--- config.mk ---
export PLATFORM = sky130hd
export DESIGN_NAME = psd_queue
export DESIGN_NICKNAME = d
export VERILOG_FILES = /design/src/rtl/psd_pkg.sv /design/src/rtl/psd_queue.sv
export SDC_FILE = /design/constraint.sdc
export NUM_CORES = 1
export LEC_CHECK = 0
export ABC_CLOCK_PERIOD_IN_PS = 1650
export CAP_MARGIN = 0
export CORE_AREA = 2 2 78 80
export CTS_CLUSTER_DIAMETER = 150
export CTS_CLUSTER_SIZE = 40
export DETAILED_ROUTE_END_ITERATION = 8
export DIE_AREA = 0 0 80 82
export DONT_BUFFER_PORTS = 1
export PLACE_DENSITY = 0.77
export SLEW_MARGIN = 15
export SYNTH_ARGS = -nofsm -noshare
export SYNTH_HDL_FRONTEND = slang
export SYNTH_SLANG_ARGS = --single-unit
--- constraint.sdc ---
create_clock -name i_clk -period 1.65 [get_ports i_clk]
set_input_delay 0.33 -clock i_clk [delete_from_list [all_inputs] [get_ports i_clk]]
set_output_delay 0.33 -clock i_clk [all_outputs]
set_load 0.02 [all_outputs]
--- src/rtl/psd_pkg.sv ---
`default_nettype none
package psd_pkg;

    // width of the distance result
    localparam int DIST_W = 34;
    // depth of the queue between front and back
    localparam int QUEUE_DEPTH = 8;

    typedef enum logic [1:0] {
        PART_START    = 2'd0,
        PART_END      = 2'd1,
        PART_INTERIOR = 2'd2
    } t_part;

    // control that travels beside each word through the back pipeline
    typedef struct packed {
        logic  vld;
        t_part part;
    } t_ctl;

endpackage
`default_nettype wire

--- src/rtl/psd_queue.sv ---
`default_nettype none
module psd_queue import psd_pkg::*; #(
    parameter int WIDTH = 8
) (
    input  wire logic             i_clk,
    input  wire logic             i_rst_n,
    input  wire logic             i_push,
    input  wire logic [WIDTH-1:0] i_data,
    input  wire logic             i_pop,
    output logic [WIDTH-1:0]      o_data,
    output logic                  o_empty
);
    localparam int AW = $clog2(QUEUE_DEPTH);
    localparam int CW = $clog2(QUEUE_DEPTH + 1);

    logic [WIDTH-1:0] r_mem [QUEUE_DEPTH];
    logic [AW-1:0]    r_wptr, r_rptr;
    logic [CW-1:0]    r_count;

    // pointers and fill count
    always_ff @(posedge i_clk) begin
        if (!i_rst_n) begin
            r_wptr  <= '0;
            r_rptr  <= '0;
            r_count <= '0;
        end else begin
            if (i_push) begin
                r_wptr <= (r_wptr == AW'(QUEUE_DEPTH - 1)) ? '0 : r_wptr + AW'(1);
            end
            if (i_pop) begin
                r_rptr <= (r_rptr == AW'(QUEUE_DEPTH - 1)) ? '0 : r_rptr + AW'(1);
            end
            r_count <= r_count + CW'(i_push) - CW'(i_pop);
        end
    end

    // storage
    always_ff @(posedge i_clk) begin
        if (i_push) begin
            r_mem[r_wptr] <= i_data;
        end
    end

    assign o_data  = r_mem[r_rptr];
    assign o_empty = (r_count == '0);

endmodule
`default_nettype wire

==> flow_metrics.py <==
metrics = {
    "status": {
        "outcome": "finished with violations",
        "violations": "setup timing",
    },
    "global_routing": {
        "grt_util_all_layers": 0.1695,
        "grt_pass1_wl_mm": 7.693,
        "antenna_found_initial": 0,
        "grt_pass1_vias": 1555,
        "gr-total-overflow": 0,
        "grt_max_degree": 17,
    },
    "synthesis": {
        "ys_seq_area_frac": 0.6982,
        "syn-cell-area_sq_um": 3125,
        "yosysWarnings": 0,
        "synth_edf_count": 64,
        "synth_nets": 186,
        "synth.distinct_cells": 28,
        "syn_inst": 164,
        "ys_ff_latch": 77,
        "syn_area_per_cell_sq_um": 19.06,
        "synth_ff_type": "edfxtp_1",
        "async_flop_share": 0,
    },
    "layout": {
        "fill_cells": 404,
        "fin_nets": 205,
        "postLayoutCoreUtil": 0.6117,
        "drive_gt1_frac": 0.2926,
        "diodes": 0,
        "area_growth_pct": 12.45,
    },
    "worst_setup_path": {
        "cp.arrival_ns": 1.70,
        "criticalPathCategory": "reg -> out",
        "critPathRequiredTime_ns": 1.32,
        "crit_path_max_fanout": 8,
        "endpoint_kind": "output pin",
        "crit_path_start_kind": "flip-flop",
    },
    "cts": {
        "ctsHoldBuffers": 0,
        "clock_sinks": 77,
        "h-tree-depth": 3,
        "cts-root-buf": "clkbuf_8",
        "worstSkewPairLatency_ns": 0.35,
        "cts_tree": "built",
        "cts_setup_buffers": 0,
        "cts.path.max_buffers": 2,
        "numCtsBuffers": 9,
        "path_clk_slew_ns": 0.08,
        "postCtsResizedCells": 7,
    },
    "die": {
        "num_rows": 28,
        "die_w_um": 80,
        "start_util": 0.5440,
        "coreArea_sq_um": 5746,
        "die_h_um": 82,
        "ios": 21,
        "dieArea_sq_um": 6560,
    },
    "timing": {
        "finalCritPeriodShare": 1.233,
        "final.setup_skew_ns": 0.01296,
        "whs_ns": 0.07402,
        "finalHoldViolations": 0,
        "setup_slack_ns": -0.3842,
        "tns_ns": -2.949,
        "worst_pin_slew_ns": 0.2146,
        "fin_crit_ns": 2.034,
        "setup_viol": 8,
        "rsz0062_at_grt": "yes",
        "max_freq_ghz": 0.4916,
        "drv_slew": 0,
        "relSlewSlack": 0.8574,
    },
    "route": {
        "via_count": 1438,
        "drc_errors": 0,
        "drtPass1Iterations": 4,
        "drt_iter0_markers": 71,
        "viasPerCell": 5.468,
        "wl_mm": 4.976,
        "wire_per_inst_um": 18.92,
        "ant_nets": 0,
    },
    "pwr": {
        "internal-power_w": 0.003273,
        "p_comb_frac": 0.109,
        "switching_share": 0.2126,
        "cellLeakagePower_nw": 1.225,
        "ir_worst_vdd_uv": 612.4,
        "net-switching-power_w": 0.0008837,
        "power_density_nw_per_um2": 1183,
        "p_clk_frac": 0.360,
        "seq_power_share": 0.532,
    },
    "worst_hold_path": {
        "min_path_type": "in -> reg",
    },
    "placement": {
        "place.gp.congestion": 0.8032,
        "port_buffers": 0,
        "hpwl_mm": 3.478,
    },
    "run": {
        "max_cap_viol_count": 0,
    },
}
## final timing paths
check                     end        from  slack (ns)  cells after the start
setup / recovery    o_data[1]   flip-flop       -0.38                      3
hold / removal    r_mem[0][0]   i_data[0]        0.07                      0
setup reg to reg   r_count[2]  r_count[0]        0.07                      7
hold reg to reg     flip-flop   r_rptr[2]        0.57                      2
## critical path, stage by stage (launching register included)
cell,delay (ns)
dfxtp_4,0.39
buf_12,0.14
mux4_2,0.51
mux2_4,0.32
## kinds of logic after synthesis
kind of cell	Yosys count	share of synthesized area
buf+inv	14	0.02482
fa+ha+maj	10	0.04243
simple gates	29	0.04804
compound gates	6	0.01201
mux	27	0.1717
flops	77	0.6982
xor+xnor	1	0.002803
## flip-flops by register name, indices dropped and copies added (netlist names), named ones only
signal / count
r_wptr: 3
r_count: 4
r_mem: 64
r_rptr: 3
## power groups by stage
stage	Clock [W]	Combinational (W)	Sequential (W)
3_5_place_dp	0	0.000454	0.00225
4_1_cts	0.00152	0.000459	0.00221
6_report	0.00149	0.000452	0.00221
5_1_grt	0.00160	0.000508	0.00222
3_3_place_gp	0	0.000418	0.00224
2_1_floorplan	0	0.000371	0.00224
## Yosys cell counts (2+ instances only)
cell | n | share of area
nand2_1 | 6 | 0.0072
mux4_1 | 15 | 0.13
nor2_1 | 6 | 0.0072
mux2i_1 | 3 | 0.0096
edfxtp_1 | 64 | 0.61
o22ai_1 | 2 | 0.0040
nor2b_1 | 3 | 0.0060
mux2_2 | 8 | 0.029
clkbuf_1 | 2 | 0.0024
ha_1 | 9 | 0.036
dfxtp_1 | 13 | 0.083
and2_1 | 6 | 0.012
nor3_1 | 2 | 0.0032
inv_1 | 8 | 0.0096
nand2b_1 | 4 | 0.0080
## cell type report
cell class,instances,area (sq um),area share
Multi-Input combinational cell,73,842.1,0.2396
Tap cell,75,93.84,0.02670
Timing Repair Buffer,14,142.6,0.04058
Sequential cell,77,2186,0.6219
Clock inverter,3,40.04,0.01139
Inverter,8,30.03,0.008544
Clock buffer,13,180.2,0.05126
## metal layers
| layer | vias up | routed length [um] | GRT usage |
|---|---|---|---|
| met1 | 723 | 2000 | 0.1948 |
| met5 | - | 0 | 0 |
| met4 | 0 | 146 | 0.1000 |
| met2 | 34 | 2542 | 0.2892 |
| met3 | 12 | 286 | 0.04286 |
| li1 | 669 | - | - |
## metrics by stage
step	instance area, sq um	total power [W]	worst slack [ns]	std cells
after floorplan	3123	0.002610	-0.04035	164
after global placement	3312	0.002663	-0.05303	247
after detailed placement	3312	0.002708	-0.09842	247
after CTS	3512	0.004185	-0.4027	263
after global routing	3515	0.004321	-0.4228	263
final	3515	0.004157	-0.3842	263
## cell usage in the layout (no fill, tap or decap)
master,instances
and3_1,1
clkbuf_16,1
a21o_1,1
mux4_2,16
o21ai_0,1
bufinv_16,1
clkbuf_1,1
buf_4,11
xor2_1,1
nand2b_1,4
nor2b_1,3
o22ai_1,2
nor3_1,2
dfxtp_4,1
nand2_1,6
mux2i_1,3
clkbuf_8,11
nor3b_1,1
inv_1,8
clkinv_2,2
ha_1,9
mux2_4,8
dfxtp_1,12
o21a_1,1
a21oi_1,1
fa_2,1
nor2_1,6
and2_1,6
edfxtp_1,64
buf_12,3
Power figures use the tool's default switching activity.
